<file path="config.mk">
export PLATFORM = sky130hd
export DESIGN_NAME = calendar_date_stepper_unit
export DESIGN_NICKNAME = d
export VERILOG_FILES = /design/src/rtl/cdate_pkg.sv /design/src/rtl/cdate_ctrl.sv /design/src/rtl/cdate_dp.sv /design/src/rtl/calendar_date_stepper_unit.sv
export SDC_FILE = /design/constraint.sdc
export NUM_CORES = 1
export LEC_CHECK = 0
export CAP_MARGIN = 20
export CORE_ASPECT_RATIO = 1.25
export CORE_UTILIZATION = 44
export DETAILED_ROUTE_END_ITERATION = 8
export DONT_BUFFER_PORTS = 1
export HOLD_SLACK_MARGIN = 0.1
export RECOVER_POWER = 25
export SYNTH_ARGS = -nofsm -noshare
export SYNTH_HDL_FRONTEND = slang
export SYNTH_SLANG_ARGS = --single-unit
</file>
<file path="constraint.sdc">
create_clock -name clk -period 13.33 [get_ports clk]
set_clock_uncertainty 0.15 [all_clocks]
set_input_delay 1.333 -clock clk [delete_from_list [all_inputs] [get_ports clk]]
set_output_delay 1.333 -clock clk [all_outputs]
set_load 0.01 [all_outputs]
</file>
<file path="src/rtl/cdate_pkg.sv">
package cdate_pkg;

  // field widths
  localparam int FUNC_W      = 2;
  localparam int DAY_W       = 5;
  localparam int MONTH_W     = 4;
  localparam int YEAR_W      = 14;
  localparam int COUNT_W     = 16;
  localparam int Y400_W      = 9;
  localparam int Q400_W      = 6;
  localparam int PROD_W      = 28;
  localparam int IN_TDATA_W  = 40;
  localparam int OUT_TDATA_W = 32;
  localparam int RES_W       = 25;

  // operation codes carried on in_tuser
  localparam logic [FUNC_W-1:0] FUNC_LOAD = 2'd0;
  localparam logic [FUNC_W-1:0] FUNC_FWD  = 2'd1;
  localparam logic [FUNC_W-1:0] FUNC_BACK = 2'd2;

  // calendar constants
  localparam logic [DAY_W-1:0]   DAY_FIRST = 5'd1;
  localparam logic [DAY_W-1:0]   DAY_28    = 5'd28;
  localparam logic [DAY_W-1:0]   DAY_29    = 5'd29;
  localparam logic [DAY_W-1:0]   DAY_30    = 5'd30;
  localparam logic [DAY_W-1:0]   DAY_31    = 5'd31;
  localparam logic [MONTH_W-1:0] MONTH_JAN = 4'd1;
  localparam logic [MONTH_W-1:0] MONTH_FEB = 4'd2;
  localparam logic [MONTH_W-1:0] MONTH_APR = 4'd4;
  localparam logic [MONTH_W-1:0] MONTH_JUN = 4'd6;
  localparam logic [MONTH_W-1:0] MONTH_SEP = 4'd9;
  localparam logic [MONTH_W-1:0] MONTH_NOV = 4'd11;
  localparam logic [MONTH_W-1:0] MONTH_DEC = 4'd12;
  localparam logic [YEAR_W-1:0]  YEAR_RESET = 14'd1900;
  localparam logic [YEAR_W-1:0]  YEAR_ZERO  = 14'd0;

  // year modulo 400 bookkeeping
  localparam logic [Y400_W-1:0] YEARS_400  = 9'd400;
  localparam logic [Y400_W-1:0] Y400_TOP   = 9'd399;
  localparam logic [Y400_W-1:0] Y400_100   = 9'd100;
  localparam logic [Y400_W-1:0] Y400_200   = 9'd200;
  localparam logic [Y400_W-1:0] Y400_300   = 9'd300;
  localparam logic [Y400_W-1:0] Y400_RESET = Y400_W'(1900 % 400);

  // reciprocal of 400 scaled by 2^22, for the load-time remainder
  localparam logic [YEAR_W-1:0] RECIP_400   = 14'd10485;
  localparam int                RECIP_SHIFT = 22;

  typedef enum logic [2:0] {
    ST_IDLE,
    ST_LOAD_Q,
    ST_LOAD_FIX,
    ST_STEP,
    ST_OUT
  } cdate_state_t;

  typedef struct packed {
    logic capture;
    logic load_q;
    logic load_fix;
    logic step;
    logic back;
    logic set_err;
    logic out_load;
  } cdate_cmd_t;

  typedef struct packed {
    logic cnt_zero;
    logic at_bound;
  } cdate_sts_t;

  // leap year from the year modulo 400
  function automatic logic leap_of(input logic [Y400_W-1:0] y400);
    leap_of = (y400[1:0] == 2'b00) &&
              !((y400 == Y400_100) || (y400 == Y400_200) || (y400 == Y400_300));
  endfunction

  // length of a month in days
  function automatic logic [DAY_W-1:0] month_len(input logic [MONTH_W-1:0] m,
                                                 input logic leap);
    logic [DAY_W-1:0] len;
    len = DAY_31;
    case (m)
      MONTH_APR, MONTH_JUN, MONTH_SEP, MONTH_NOV: len = DAY_30;
      MONTH_FEB: len = leap ? DAY_29 : DAY_28;
      default: len = DAY_31;
    endcase
    month_len = len;
  endfunction

endpackage

</file>
<file path="src/rtl/cdate_ctrl.sv">
module cdate_ctrl (
  input  logic                       clk,
  input  logic                       rst_n,
  input  logic                       in_tvalid,
  output logic                       in_tready,
  input  logic [cdate_pkg::FUNC_W-1:0] in_func,
  output logic                       out_tvalid,
  input  logic                       out_tready,
  output cdate_pkg::cdate_cmd_t      cmd,
  input  cdate_pkg::cdate_sts_t      sts
);
  import cdate_pkg::*;

  cdate_state_t state_r, state_nxt;
  logic         back_r, back_nxt;
  logic         out_valid_r, out_valid_nxt;
  logic         out_free;

  assign out_free   = !out_valid_r || out_tready;
  assign in_tready  = (state_r == ST_IDLE);
  assign out_tvalid = out_valid_r;

  // next state
  always_comb begin
    state_nxt = state_r;
    case (state_r)
      ST_IDLE: begin
        if (in_tvalid) begin
          case (in_func)
            FUNC_LOAD:           state_nxt = ST_LOAD_Q;
            FUNC_FWD, FUNC_BACK: state_nxt = ST_STEP;
            default:             state_nxt = ST_OUT;
          endcase
        end
      end
      ST_LOAD_Q:   state_nxt = ST_LOAD_FIX;
      ST_LOAD_FIX: state_nxt = ST_OUT;
      ST_STEP: begin
        if (sts.cnt_zero || sts.at_bound) state_nxt = ST_OUT;
      end
      ST_OUT: begin
        if (out_free) state_nxt = ST_IDLE;
      end
      default: state_nxt = ST_IDLE;
    endcase
  end

  // command outputs
  always_comb begin
    cmd      = '0;
    cmd.back = back_r;
    case (state_r)
      ST_IDLE:     cmd.capture  = in_tvalid;
      ST_LOAD_Q:   cmd.load_q   = 1'b1;
      ST_LOAD_FIX: cmd.load_fix = 1'b1;
      ST_STEP: begin
        if (!sts.cnt_zero) begin
          if (sts.at_bound) cmd.set_err = 1'b1;
          else              cmd.step    = 1'b1;
        end
      end
      ST_OUT:      cmd.out_load = out_free;
      default:     cmd          = '0;
    endcase
  end

  // direction and result valid
  always_comb begin
    back_nxt = back_r;
    if (cmd.capture) back_nxt = (in_func == FUNC_BACK);
    out_valid_nxt = out_valid_r;
    if (cmd.out_load)     out_valid_nxt = 1'b1;
    else if (out_tready)  out_valid_nxt = 1'b0;
  end

  always_ff @(posedge clk) begin
    if (!rst_n) begin
      state_r     <= ST_IDLE;
      back_r      <= 1'b0;
      out_valid_r <= 1'b0;
    end else begin
      state_r     <= state_nxt;
      back_r      <= back_nxt;
      out_valid_r <= out_valid_nxt;
    end
  end

  a_step_ends: assert property (@(posedge clk) disable iff (!rst_n)
    (state_r == ST_STEP && sts.cnt_zero) |=> (state_r == ST_OUT))
    else $error("step loop did not end at zero count");

  a_step_safe: assert property (@(posedge clk) disable iff (!rst_n)
    cmd.step |-> (!sts.at_bound && !sts.cnt_zero))
    else $error("step issued at bound or with no days left");

  a_no_overwrite: assert property (@(posedge clk) disable iff (!rst_n)
    (out_valid_r && !out_tready) |-> !cmd.out_load)
    else $error("result register overwritten while stalled");

  a_load_seq: assert property (@(posedge clk) disable iff (!rst_n)
    (state_r == ST_LOAD_Q) |=> (state_r == ST_LOAD_FIX) ##1 (state_r == ST_OUT))
    else $error("load sequence broken");

endmodule

</file>
<file path="src/rtl/cdate_dp.sv">
module cdate_dp #(
  parameter int COUNT_BITS = 16,
  parameter int YEAR_MAX   = 9999
) (
  input  logic                              clk,
  input  logic                              rst_n,
  input  logic [cdate_pkg::IN_TDATA_W-1:0]  in_tdata,
  output logic [cdate_pkg::OUT_TDATA_W-1:0] out_tdata,
  input  cdate_pkg::cdate_cmd_t             cmd,
  output cdate_pkg::cdate_sts_t             sts
);
  import cdate_pkg::*;

  localparam int CNT_W = (COUNT_BITS < COUNT_W) ? COUNT_BITS : COUNT_W;
  localparam logic [YEAR_W-1:0] YEAR_LIM = YEAR_W'(YEAR_MAX);

  // unpack the input transaction
  logic [DAY_W-1:0]   in_day;
  logic [MONTH_W-1:0] in_month;
  logic [YEAR_W-1:0]  in_year;
  logic [COUNT_W-1:0] in_count;
  assign in_day   = in_tdata[4:0];
  assign in_month = in_tdata[8:5];
  assign in_year  = in_tdata[22:9];
  assign in_count = in_tdata[38:23];

  logic [DAY_W-1:0]   day_r, day_nxt;
  logic [MONTH_W-1:0] month_r, month_nxt;
  logic [YEAR_W-1:0]  year_r, year_nxt;
  logic [Y400_W-1:0]  y400_r, y400_nxt;
  logic               err_r, err_nxt;
  logic [CNT_W-1:0]   cnt_r, cnt_nxt;
  logic [DAY_W-1:0]   ld_day_r, ld_day_nxt;
  logic [MONTH_W-1:0] ld_month_r, ld_month_nxt;
  logic [YEAR_W-1:0]  ld_year_r, ld_year_nxt;
  logic [Q400_W-1:0]  q_r, q_nxt;
  logic [RES_W-1:0]   res_r, res_nxt;

  logic               leap_cur;
  logic [DAY_W-1:0]   len_cur, len_prev;
  logic [MONTH_W-1:0] month_prev;
  logic [PROD_W-1:0]  prod;
  logic [YEAR_W-1:0]  rem_raw;
  logic [Y400_W-1:0]  rem;
  logic [DAY_W-1:0]   ld_len;

  assign leap_cur   = leap_of(y400_r);
  assign len_cur    = month_len(month_r, leap_cur);
  assign month_prev = month_r - MONTH_JAN;
  assign len_prev   = month_len(month_prev, leap_cur);

  // quotient estimate of year / 400, then remainder with one correction
  assign prod    = PROD_W'(ld_year_r) * PROD_W'(RECIP_400);
  assign q_nxt   = prod[RECIP_SHIFT +: Q400_W];
  assign rem_raw = ld_year_r - YEAR_W'(YEAR_W'(q_r) * YEAR_W'(YEARS_400));
  assign rem     = (rem_raw >= YEAR_W'(YEARS_400)) ? Y400_W'(rem_raw - YEAR_W'(YEARS_400))
                                                   : Y400_W'(rem_raw);
  assign ld_len  = month_len(ld_month_r, leap_of(rem));

  // status towards the controller
  always_comb begin
    sts.cnt_zero = (cnt_r == '0);
    if (cmd.back)
      sts.at_bound = (day_r == DAY_FIRST) && (month_r == MONTH_JAN) && (year_r == YEAR_ZERO);
    else
      sts.at_bound = (day_r >= len_cur) && (month_r >= MONTH_DEC) && (year_r >= YEAR_LIM);
  end

  // capture and clamp the load fields
  always_comb begin
    ld_day_nxt   = ld_day_r;
    ld_month_nxt = ld_month_r;
    ld_year_nxt  = ld_year_r;
    if (cmd.capture) begin
      ld_day_nxt = in_day;
      if (in_month < MONTH_JAN)      ld_month_nxt = MONTH_JAN;
      else if (in_month > MONTH_DEC) ld_month_nxt = MONTH_DEC;
      else                           ld_month_nxt = in_month;
      ld_year_nxt = (in_year > YEAR_LIM) ? YEAR_LIM : in_year;
    end
  end

  // date update: load or one day forward or back
  always_comb begin
    day_nxt   = day_r;
    month_nxt = month_r;
    year_nxt  = year_r;
    y400_nxt  = y400_r;
    if (cmd.load_fix) begin
      if (ld_day_r < DAY_FIRST)  day_nxt = DAY_FIRST;
      else if (ld_day_r > ld_len) day_nxt = ld_len;
      else                        day_nxt = ld_day_r;
      month_nxt = ld_month_r;
      year_nxt  = ld_year_r;
      y400_nxt  = rem;
    end else if (cmd.step && !cmd.back) begin
      if (day_r < len_cur) begin
        day_nxt = day_r + DAY_FIRST;
      end else if (month_r < MONTH_DEC) begin
        month_nxt = month_r + MONTH_JAN;
        day_nxt   = DAY_FIRST;
      end else begin
        year_nxt  = year_r + YEAR_W'(1);
        y400_nxt  = (y400_r == Y400_TOP) ? '0 : y400_r + Y400_W'(1);
        month_nxt = MONTH_JAN;
        day_nxt   = DAY_FIRST;
      end
    end else if (cmd.step) begin
      if (day_r > DAY_FIRST) begin
        day_nxt = day_r - DAY_FIRST;
      end else if (month_r > MONTH_JAN) begin
        month_nxt = month_prev;
        day_nxt   = len_prev;
      end else begin
        year_nxt  = year_r - YEAR_W'(1);
        y400_nxt  = (y400_r == '0) ? Y400_TOP : y400_r - Y400_W'(1);
        month_nxt = MONTH_DEC;
        day_nxt   = DAY_31;
      end
    end
  end

  // day counter, error flag and result register
  always_comb begin
    cnt_nxt = cnt_r;
    err_nxt = err_r;
    res_nxt = res_r;
    if (cmd.capture) begin
      cnt_nxt = in_count[CNT_W-1:0];
      err_nxt = 1'b0;
    end else if (cmd.step) begin
      cnt_nxt = cnt_r - CNT_W'(1);
    end
    if (cmd.set_err)  err_nxt = 1'b1;
    if (cmd.out_load) res_nxt = {err_r, leap_cur, year_r, month_r, day_r};
  end

  assign out_tdata = {(OUT_TDATA_W - RES_W)'(0), res_r};

  always_ff @(posedge clk) begin
    if (!rst_n) begin
      day_r   <= DAY_FIRST;
      month_r <= MONTH_JAN;
      year_r  <= YEAR_RESET;
      y400_r  <= Y400_RESET;
    end else begin
      day_r   <= day_nxt;
      month_r <= month_nxt;
      year_r  <= year_nxt;
      y400_r  <= y400_nxt;
    end
  end

  // payload registers
  always_ff @(posedge clk) begin
    err_r      <= err_nxt;
    cnt_r      <= cnt_nxt;
    ld_day_r   <= ld_day_nxt;
    ld_month_r <= ld_month_nxt;
    ld_year_r  <= ld_year_nxt;
    q_r        <= q_nxt;
    res_r      <= res_nxt;
  end

  a_date_valid: assert property (@(posedge clk) disable iff (!rst_n)
    (month_r >= MONTH_JAN) && (month_r <= MONTH_DEC) &&
    (day_r >= DAY_FIRST) && (day_r <= DAY_31))
    else $error("stored date out of range");

  a_y400_range: assert property (@(posedge clk) disable iff (!rst_n)
    cmd.step |-> (y400_r < YEARS_400))
    else $error("year modulo 400 tracker out of range");

endmodule

</file>
<file path="src/rtl/calendar_date_stepper_unit.sv">
// Gregorian date counter holding day, month and year.
// Input channel in_*: in_tuser carries the operation (load, step forward, step
// back, anything else reports the date unchanged); in_tdata carries the date
// to load and the day count. Result channel out_*: one transaction per input
// transaction with the resulting date, its leap flag and the range error flag.
// A load runs from acceptance to out_tvalid in steps: month and year clamp on
// acceptance, quotient by 400 through a constant multiply, remainder and day
// clamp, result register.
// A step of N days runs in the stepping sequencer, which moves the date by one
// day per cycle and stops early when the year bound is reached.
// A no-op goes straight to the result register. One item is in work at a time;
// in_tready is high only between items, while a finished result may still wait
// in the output register. If the receiver stalls, the result holds on out_tdata
// and the next item is taken and worked but waits to finish until the register frees.
// Reset (rst_n low, synchronous) sets the date to January 1, 1900 and
// empties the result register.
module calendar_date_stepper_unit #(
  parameter int COUNT_BITS = 16,
  parameter int YEAR_MAX   = 9999
) (
  input  logic                              clk,
  input  logic                              rst_n,
  input  logic                              in_tvalid,
  output logic                              in_tready,
  // func[1:0]
  input  logic [cdate_pkg::FUNC_W-1:0]      in_tuser,
  // load_day[4:0], load_month[8:5], load_year[22:9], day_count[38:23]
  input  logic [cdate_pkg::IN_TDATA_W-1:0]  in_tdata,
  output logic                              out_tvalid,
  input  logic                              out_tready,
  // out_day[4:0], out_month[8:5], out_year[22:9], leap_flag[23], range_error[24]
  output logic [cdate_pkg::OUT_TDATA_W-1:0] out_tdata
);
  import cdate_pkg::*;

  cdate_cmd_t cmd;
  cdate_sts_t sts;

  // controller
  cdate_ctrl u_ctrl (
    .clk        (clk),
    .rst_n      (rst_n),
    .in_tvalid  (in_tvalid),
    .in_tready  (in_tready),
    .in_func    (in_tuser),
    .out_tvalid (out_tvalid),
    .out_tready (out_tready),
    .cmd        (cmd),
    .sts        (sts)
  );

  // datapath
  cdate_dp #(
    .COUNT_BITS (COUNT_BITS),
    .YEAR_MAX   (YEAR_MAX)
  ) u_dp (
    .clk       (clk),
    .rst_n     (rst_n),
    .in_tdata  (in_tdata),
    .out_tdata (out_tdata),
    .cmd       (cmd),
    .sts       (sts)
  );

endmodule
</file>
# Word-level counts from Yosys, hierarchy flattened
# Cells that the tools add are included.
# word_totals
word_cells	172
reg_bits	108
inputBits	46
output_inout_bits	34
# op_classes
order_cmp	13
eq_ne	37
addsub	11
n_mul	2
muxes	58
n_reduce_logical	36
# op_table
op	count
2-to-1 mux 14 bit	7
2-to-1 mux 9 bit	10
2-to-1 mux 5 bit	8
2-to-1 mux 16 bit	2
2-to-1 mux 4 bit	8
case mux 5 bit (2 select lines)	3
multiplier 14 x 14 -> 28 bit (second input constant)	1
equality test 9 bit (second input constant)	3
equality test 4 x 3 -> 1 bit (second input constant)	6
equality test 4 bit (second input constant)	6
equality test 9 x 7 -> 1 bit (second input constant)	2
equality test 9 x 8 -> 1 bit (second input constant)	2
zero test 16 bit	1
subtractor 16 x 1 -> 16 bit (second input constant)	1
2-to-1 mux 1 bit	15
case mux 3 bit (5 select lines)	1
adder 14 x 1 -> 14 bit (second input constant)	1
>= comparator 14 bit (second input constant)	1
>= comparator 14 x 9 -> 1 bit (second input constant)	1
> comparator 14 bit (second input constant)	1
zero test 14 bit	1
subtractor 14 x 1 -> 14 bit (second input constant)	1
subtractor 14 bit	1
equality test 4 x 2 -> 1 bit (second input constant)	3
other kinds (44)	71

# Logic depth before layout (Yosys ltp)
# Gate-level depths: netlist (run 1).
# depth
word_depth	17
depth_mapped	29
mapped_depth_nobuf	26

# By module
# From an unflattened synthesis (run 1), not the netlist that was laid out.
# hier_totals
hier_cells	1111
hier_area_um2	10551.4
# modules_own_cells
module	cells_each	area_per_inst_um2	seq_area_each_um2	n_inst
cdate_dp	1070	10201.0	2702.6	1
cdate_ctrl	41	350.3	100.1	1

# Worst setup path before layout (run 1)
# Ideal clock, no wire load.
# synth_timing
path_type	flip-flop to flip-flop
start	reg u_dp.y400_r[8]
end	reg u_dp.year_r[13]
path_stages_with_launch	28
slack_ps	7530
required_time_ps	13047
n_path_buf	3
arrival_ps	5518
period_less_slack_ps	5800
setup_ps	133
cell_sequence	dfxtp_1 -> clkbuf_1 -> nor4_1 -> nand4_1 -> nand3_1 -> nand2_1 -> a21oi_1 -> nor2_1 -> ha_1 -> nand2b_1 -> a21oi_1 -> a2111o_1 -> nand3_1 -> nor2_1 -> inv_2 -> buf_2 -> buf_1 -> ha_1 -> a21o_1 -> a21o_1 -> a2111oi_0 -> nor3_1 -> o311ai_0 -> nand2b_1 -> a21oi_1 -> xnor2_1 -> mux2i_1 -> a31oi_1
# synth_between
elab_chain_len	17
elab_cells_between_ends	26
cone_classes	order compare (2); eq/ne (7); mux (8); reduce/logical (9)
# synth_rtl
item	line_no	rtl
from (decl)	cdate_dp.sv:30	logic [Y400_W-1:0] y400_r, y400_nxt;
from (signal assigned)	cdate_dp.sv:150	y400_r <= y400_nxt;
equality test 9 x 7 -> 1 bit / equality test 9 x 8 -> 1 bit (equally long branches)	cdate_pkg.sv:75	!((y400 == Y400_100) || (y400 == Y400_200) || (y400 == Y400_300));
logical OR 1 bit	cdate_pkg.sv:75	
logical OR 1 bit *	cdate_pkg.sv:75	
zero test 1 bit *	cdate_pkg.sv:75	
logical AND 1 bit *	cdate_pkg.sv:74	leap_of = (y400[1:0] == 2'b00) &&
2-to-1 mux 1 bit *	cdate_pkg.sv:85	MONTH_FEB: len = leap ? DAY_29 : DAY_28;
case mux 5 bit (2 select lines) *	cdate_pkg.sv:83	case (m)
>= comparator 5 bit	cdate_dp.sv:66	sts.at_bound = (day_r >= len_cur) && (month_r >= MONTH_DEC) && (year_r >= YEAR_LIM);
logical AND 1 bit (2 in series)	cdate_dp.sv:66	
2-to-1 mux 1 bit	cdate_dp.sv:63	if (cmd.back)
2-to-1 mux 1 bit	cdate_ctrl.sv:58	if (sts.at_bound) cmd.set_err = 1'b1;
2-to-1 mux 1 bit	cdate_ctrl.sv:57	if (!sts.cnt_zero) begin
2-to-1 mux 1 bit	cdate_ctrl.sv:52	case (state_r)
logical AND 1 bit	cdate_dp.sv:96	end else if (cmd.step && !cmd.back) begin
inequality test 3 bit (no line), or another cell as far along	--	
AND reduction 5 bit (no line) / 2-to-1 mux 14 bit (equally long branches)	--	
to (signal assigned)	cdate_dp.sv:149	year_r <= year_nxt;
to (decl)	cdate_dp.sv:29	logic [YEAR_W-1:0] year_r, year_nxt;
# Mark *: on every way between the ends. The rest lies on a longest branch, timed or not.
# A chain may end at the register's enable or synchronous reset.

# Worst setup path after layout (run 1)
# layout_timing
start	reg u_dp.y400_r[2]
end	reg u_dp.year_r[13]
# Same word-level chain as after synthesis.

==> results of run 1 <==
final cells by class:
cell class,count,share of cell area
tap,288,0.0328
timing repair buffer,7,0.00444
inverter,122,0.0417
multi-input combinational,839,0.638
clock buffer,9,0.0205
clock inverter,7,0.00684
sequential,108,0.255
worst register-to-register path, cell delays in order (launching register included):
cell and delay, ns:
dfxtp_1 0.42, nor4_1 0.47, nand4_1 0.15, nand3_1 0.20, nand2_1 0.08, a21oi_1 0.14
nor2_1 0.07, ha_1 0.26, nand2b_1 0.09, a21oi_1 0.07, a2111o_1 0.44, nand3_1 0.40
nor2_1 0.08, buf_4 0.23, inv_2 0.56, ha_1 0.37, a21o_1 0.17, a21o_1 0.20
a2111oi_0 0.56, nor3_1 0.18, o311ai_0 0.46, nand2b_1 0.11, a21oi_1 0.22, xnor2_1 0.16
mux2i_1 0.20, a31oi_1 0.08
sequential cells by signal, indices dropped and copies added (netlist names), 3 cells and up:
signal / flops
u_ctrl.state_r: 3
u_dp.cnt_r: 16
u_dp.day_r: 5
u_dp.ld_day_r: 5
u_dp.ld_month_r: 4
u_dp.ld_year_r: 14
u_dp.month_r: 4
u_dp.q_r: 6
u_dp.res_r: 25
u_dp.y400_r: 9
u_dp.year_r: 14
how the worst max path moves through the flow:
stage | from | to | slack (ns) | depth (start not counted)
3_5_place_dp | u_dp.y400_r[2] | u_dp.year_r[13] | 6.64 | 25
3_3_place_gp | u_dp.y400_r[2] | u_dp.year_r[13] | 6.72 | 25
4_1_cts | u_dp.y400_r[2] | u_dp.year_r[13] | 6.63 | 25
5_1_grt | u_dp.y400_r[2] | u_dp.year_r[13] | 5.89 | 25
2_1_floorplan | u_dp.y400_r[8] | u_dp.year_r[13] | 7.53 | 27
6_report | u_dp.y400_r[2] | u_dp.year_r[13] | 6.68 | 25
cells in the final DEF, fill, tap and decap left out, types with 4 or more instances in the layout:
cell type	n
edfxtp_1	64
a21oi_1	54
nor4_1	11
or4_1	5
a221oi_1	7
nand4_1	7
nor2b_1	9
a221o_1	4
ha_1	177
nand2b_1	17
a211oi_1	7
fa_1	62
dfxtp_1	44
o22ai_1	6
o21ai_1	4
a22oi_1	5
nor4b_1	4
xnor2_1	26
conb_1	7
nand2_1	93
a31oi_1	11
and2_1	10
inv_1	120
or3_1	6
o21a_1	4
nand3b_1	4
o211ai_1	10
nor2_1	69
a211o_1	4
nor3_1	32
buf_4	6
and3_1	6
a21o_1	16
o21ai_0	49
nand3_1	32
xor2_1	22
clkbuf_16	9
where the power goes:
part / switching [W] / internal (W) / leakage, nW
Clock: 0.000145 / 0.000134 / 0.145
Combinational: 0.000998 / 0.000824 / 3.72
Sequential: 0.0000629 / 0.000403 / 0.954
cells by family (layout without fill, tap and decap cells):
family / after synthesis / count (layout)
DFF: 108 / 108
other: 1 / 7
and+or+nand+nor: 318 / 318
adders and majority gates: 239 / 239
buffers and inverters: 166 / 145
muxes: 3 / 3
AOI/OAI and AO/OA: 222 / 222
xor gates and xnor gates: 50 / 50
per-layer routing:
layer  up-vias  global-route usage
met1      3684               0.240
met2       149               0.341
met3        31              0.0229
met4         0              0.0769
met5         -                   0
li1       3875                   -
metrics by stage:
| step | setup slack (ns) | instance area, um^2 | std cells | utilization |
|---|---|---|---|---|
| floorplan | 7.53 | 10500 | 1113 | - |
| global placement | 6.72 | 10700 | 1363 | 0.462 |
| detailed placement | 6.64 | 10700 | 1363 | 0.462 |
| CTS | 6.63 | 11000 | 1379 | 0.475 |
| global route | 5.89 | 11000 | 1380 | 0.475 |
| finish | 6.68 | 11000 | 1380 | 0.475 |
==> flow_results.org, run 1 <==
** Die
- Standard-cell rows :: 62
- The total area inside the core boundary comes to 23100 um^2.
- Measured along the x axis, the die boundary spans 140 um.
- For this configuration, the core starts out at a cell density of 0.452.
- In this run the vertical extent of the chip is 174 um.
- For this design the top-level I/O count stands at 80.
- Die Area :: 24400 um^2

** GRT
- Via count of the first global-routing pass :: 7597
- Sum of overflow across all layers after global routing :: 0
- The first global-routing pass estimated 37300 um of wire.
- Entering global routing, the biggest net connects 42 pins.
- The number of antenna violations at the first check in global routing is 0.
- Gr usage total :: 0.194

** Status
- Outcome :: complete, no violations

** Logic synthesis
- By count the netlist is led by ha_1 (177), inv_1 (120), nand2_1 (93), nor2_1 (69), edfxtp_1 (64).
- In the synthesized netlist the dominant register cell turns out to be edfxtp_1.
- By instance count, the leading cell after synthesis is ha_1.
- Portion of synthesized cell area occupied by the leading cell type :: 0.212
- Yosys printed 0 warnings.
- Of the total synthesized cell area, the portion taken by AND, OR, NAND and NOR gates is 0.149.
- Post-Synthesis Cell Area :: 10400 um^2
- Fraction of the mapped netlist area in compound gates :: 0.142
- Average cell area after synthesis :: 9.44 um^2
- Yosys attributes the largest share of cell area to ha_1 (21%), edfxtp_1 (18%), fa_1 (12%).
- The cell count after synthesis came out at 1107.
- Of the synthesized area, sequential elements account for 0.268.
- Synthesis-stage register bit count :: 108
- Yosys mapped a number of flops with a built-in enable equal to 64.
- The biggest area contributor in the post-synthesis netlist is ha_1.
- Synth unique cells :: 82
- Of the total synthesized cell area, the portion taken by XOR and XNOR cells is 0.0434.
- Share of flip-flops with an asynchronous set or reset after synthesis :: 0
- Dominant combinational cell family by area after synthesis :: adder cells
- Proportion of synthesized area in mux cells :: 0.00287
- Post-synthesis share of cell area spent on full adders, half adders and majority gates :: 0.331

** Clocking
- Cts repair resizes :: 0
- CTS buffer count :: 9
- # H-tree levels :: 3
- Buffers added to address setup during post-CTS repair amount to 0.
- The longest clock path from root to sink contains 2 buffers.
- Worst skew pair latency :: 0.37 ns
- Hold buffer count at CTS :: 0
- Cell chosen for the clock root :: clkbuf_16
- TritonCTS built the clock tree.
- Clk pin slew, worst setup/hold paths :: 0.09 ns
- Clock net sink count :: 108

** Flow run
- Across the run, the number of max-cap violations was 0.

** Setup path
- The critical path contains buffers and inverters numbering 2 combined.
- Kind of launch point of the worst setup path :: flip-flop
- Top cell by count, worst path :: a21oi_1
- Gate family responsible for the most delay along the worst path :: compound AO/OA/AOI/OAI gates
- End of the worst register-to-register path :: u_dp.year_r[13]
- Largest stage delay on the critical path :: 0.56 ns
- Critical Path End Type :: flip-flop
- The critical path is of the reg -> reg type.
- Worst path required time :: 13.41 ns
- Highest fanout seen on the critical path :: 41
- Critical Path Slowest Stage Cell :: a2111oi_0
- R2R cell count :: 25
- R2R setup slack :: 6.68 ns
- R2R Path Start :: u_dp.y400_r[2]
- Arrival time of the worst setup path :: 6.73 ns

** STA
- For this run, the top clock speed supported by timing is 150 MHz.
- Number of endpoints failing setup at the final stage :: 0
- Actual transition at the worst max-transition pin :: 1.35 ns
- Tightest slew margin relative to the limit :: 0.0996
- Period minus WS final :: 6.65 ns
- The count of final hold-check violations was 0.
- Setup repair after global routing left no endpoint under its margin.
- Worst hold margin :: 0.294 ns
- The count of final max-slew check failures is 0.
- For the final routed database, the setup TNS stands at 0 ns.
- Dividing the final minimum period by the clock period gives 0.499.

** Final layout
- Net total in the final layout :: 1372
- Count of fill cells added during filler insertion :: 2232
- Of the cells placed in the final design, the portion with a size suffix greater than 1 is 0.0330.
- Area of all sequential standard cells :: 2800 um^2
- 0 antenna diodes ended up in the layout.
- In the final layout, the multi-input gates occupy 7010 um^2.
- The area growth from synthesis to layout is 5.10%.

** Power
- Pleak :: 4.82 nW
- For this design the ratio of total power to cell area is 234 nW/um^2.
- Final Power :: 0.00257 W
- Worst-case vdd ir drop :: 157 uV

** Placed design
- Count of buffers from port buffering :: 0
- The congestion estimate from routability-driven global placement came to 0.870.
- The wire-length estimate of the detail-placed layout is 17400 um.

** Drt
- After detailed routing, the number of remaining DRC violations is 0.
- Number of vias per cell :: 5.61
- Dividing the detail-routed wire length by the instance count gives 16.2 um.
- Length of routed met2 wiring :: 11200 um
- Wire length reported by the detailed router :: 22400 um
- The first detailed-routing pass ran for 5 iterations.
- Met1 Wirelength :: 9880 um
- Violation count after the first detailed-routing iteration :: 458
- The count of nets left with antenna violations once routing finished came out at 0.
- Detailed routing placed a total of 600 um of wire on met3.
- Overall via count from detail_route :: 7739
- Highest metal layer with signal wires :: met4

** Hold path
- Hold Startpoint :: u_dp.err_r
- Hold Path Class :: reg -> reg
- The worst hold path passes through 0 cells.
- For hold timing, the worst endpoint is u_dp.res_r[24].
Power figures use the tool's default switching activity.
==> inputs of run 2 (changes only) <==
clock period = 6.1 ns   (was 13.33 ns; I/O delays follow)
==> flow_results.org, run 2 (synthesized netlist as in run 1, its figures left out) <==
** Clocking
- After clock tree synthesis, the clock-pin slew on the worst setup and hold paths is 0.08 ns.
- # H-tree levels :: 3
- Clock net sink count :: 108
- Counting along the longest clock path gives a buffer depth of 2.
- The number of clock buffers added by TritonCTS is 9.
- Worst skew pair latency :: 0.37 ns
- The tree is rooted in a clkbuf_16.
- Hold buffer count at CTS :: 0
- TritonCTS built the clock tree.

** STA
- Derived from the worst setup path, the maximum achievable clock frequency is 173 MHz.
- Final clock period utilization by the worst path :: 0.947
- Measured against its own limit, the worst slew margin works out to 0.339.
- The routed design could run at a clock period as short as 5.78 ns.
- Final setup TNS :: 0 ns
- For the pin with the worst max-slew slack, the measured transition is 0.983 ns.
- Number of endpoints failing setup at the final stage :: 0
- The count of final max-slew check failures came to 0.
- Setup repair after global routing left no endpoint under its margin.
- The count of final hold-check violations came to 0.

** Die
- The die is 140 um wide.
- In this run the core area contains 62 standard-cell rows.
- Die height :: 174 um
- For this configuration, the core starts out at a cell density of 0.452.
- Die Area :: 24400 um^2
- I/O pins :: 80
- Core Region :: 23100 um^2

** Power
- Pleak :: 4.97 nW
- Of the total power, the share spent switching nets is 0.461.
- Final Power :: 0.00562 W
- The worst-case IR drop observed on VDD is 318 uV.
- Switching power of the nets :: 0.00259 W
- Of the total power, registers draw 0.178.
- Clock share of power :: 0.113
- Pwr dens :: 500 nW/um^2
- Internal Pwr Total :: 0.00303 W
- Of the total power, combinational logic draws 0.709.

** Setup path
- For the worst setup path, the data required time is 6.24 ns.
- Data on the critical path arrives at its endpoint at 5.92 ns.
- Kind of launch point of the worst setup path :: flip-flop
- Cell-by-cell trace of the critical path :: buf_4, fa_1, ha_1, fa_1, fa_1, fa_1, ha_1, ha_1, a21oi_1, nor2b_1, or3_1, a21oi_1, a41oi_1, a221o_1, a41o_1, o21a_1, nor2_1, xnor2_1
- STA classifies the critical path endpoint as a flip-flop.
- In this design, the stage delay of the slowest critical-path cell is 0.53 ns.
- End of the worst register-to-register path :: u_dp.q_r[4]
- In this run the worst setup path terminates at u_dp.q_r[4].
- In this run the worst setup path begins at u_dp.ld_year_r[9].
- The worst setup path is of the reg -> reg kind.
- R2R setup slack :: 0.32 ns
- Highest fanout seen on the critical path :: 5
- R2R Path Start :: u_dp.ld_year_r[9]
- On the critical path, the stage with the largest delay is an instance of fa_1.
- The most numerous cell type found on the critical path is fa_1.
- The number of cells on the worst reg-to-reg path is 18.

** GRT
- Maximum number of pins on one net before global-route repair :: 40
- The number of global-route vias before repair was 7939.
- Gr usage total :: 0.201
- Global-route wire length before repair :: 38900 um
- The number of antenna violations at the first check in global routing is 0.
- Summed over all layers, the global routing overflow is 0.

** Final layout
- Max FFs per register :: 25
- Largest registers :: u_dp.res_r x25, u_dp.cnt_r x16
- The library cell used most frequently in the layout, excluding fill and tap cells, is ha_1.
- For this run, the share of the core covered by cells in the final layout is 0.486.
- Share of post-route cells with drive strength above 1 :: 0.0623
- Synthesis-to-layout area growth :: 7.63%
- For this run, the post-layout net count is 1403.
- The number of antenna diodes in the final layout is 0.
- Register name with the most flops :: u_dp.res_r
- Most frequent cells in the layout :: ha_1 (177), inv_1 (120), nand2_1 (93)

** Drt
- In this run the remaining antenna-violating nets after routing total 0.
- Overall via count from detail_route :: 7805
- In this run, the number of DRC markers left after iteration 0 of detailed routing was 495.
- Wire length reported by the detailed router :: 23100 um
- Using the TritonRoute via totals, the vias-per-cell ratio works out to 5.53.
- Residual DRC count :: 0
- In the final routed layout, each cell accounts on average for 16.4 um.
- For this run, the detailed router's first-pass iteration total came to 5.

** Hold path
- The tightest min-delay check is of the in -> reg type.

** Flow run
- Max Cap Violations :: 0

** Status
- The run finished with clean final reports.

** Placed design
- Weighted congestion at the end of routability-driven global placement :: 0.884
- DPL Wire Length :: 18400 um
- Port buffering added 0 buffers.
[run 2: changes by cell type in the layout (fill, tap and decap cells not counted), sizes merged]
cell,change
buf,+32
bufinv,+1
clkinv,-1
inv,-1
[run 2: timing repair]
item	CTS	global route
setup endpoints to repair	0	4
buffers inserted	0	13
gates resized for setup	0	5
[run 2: how the worst min path moves through the flow]
stage,from,end,slack [ns],cells past startpoint
floorplan,u_dp.day_r[2],u_dp.res_r[2],0.26,0
global placement,u_dp.err_r,u_dp.res_r[24],0.27,0
detailed placement,u_dp.err_r,u_dp.res_r[24],0.27,0
CTS,rst_n,u_dp.month_r[0],0.16,1
global route,in_tdata[2],u_dp.ld_day_r[2],0.16,0
finish,rst_n,u_dp.month_r[0],0.17,1
[run 2: cell type report]
| cell class | count | area [um^2] |
|---|---|---|
| fillers | 2212 | 11900 |
| clock buffers | 10 | 229 |
| repair buffers | 38 | 289 |
| well taps | 288 | 360 |
| flip-flops and latches | 108 | 2800 |
| inverters | 122 | 458 |
| clock inverters | 6 | 77.6 |
| multi-input cells | 839 | 7030 |
[run 2: per-layer routing]
metal | vias to the layer above | routed length [um] | global-route usage
met4 | 0 | 670 | 0.0769
met1 | 3682 | 10200 | 0.252
met5 | - | 0 | 0
li1 | 3936 | - | -
met3 | 34 | 647 | 0.0226
met2 | 153 | 11600 | 0.353
[run 2: critical path: cells and delay by family, from the launching register on]
family / cells / cell delay [ns]
fa+ha+maj: 7 / 2.90
buf+inv: 1 / 0.22
simple gates: 3 / 0.52
compound gates: 6 / 1.26
xor+xnor: 1 / 0.12
flops: 1 / 0.52
[run 2: stage by stage]
| step | worst slack, ns | hold WS [ns] | cell area [um^2] | cells |
|---|---|---|---|---|
| floorplan | 0.300 | 0.256 | 10500 | 1113 |
| global placement | 0.235 | 0.273 | 10800 | 1382 |
| detailed placement | 0.204 | 0.275 | 10800 | 1382 |
| CTS | 0.144 | 0.157 | 11100 | 1398 |
| global route | 0.00550 | 0.165 | 11200 | 1411 |
| finish | 0.322 | 0.171 | 11200 | 1411 |
[run 2: power by group through the flow]
stage                     registers [W]  clock network, W  logic (W)
after global placement          0.00102                 0    0.00392
after CTS                       0.00100          0.000649    0.00401
after global routing            0.00102          0.000671    0.00464
after detailed placement        0.00102                 0    0.00397
after floorplan                0.000968                 0    0.00324
final                           0.00100          0.000633    0.00399
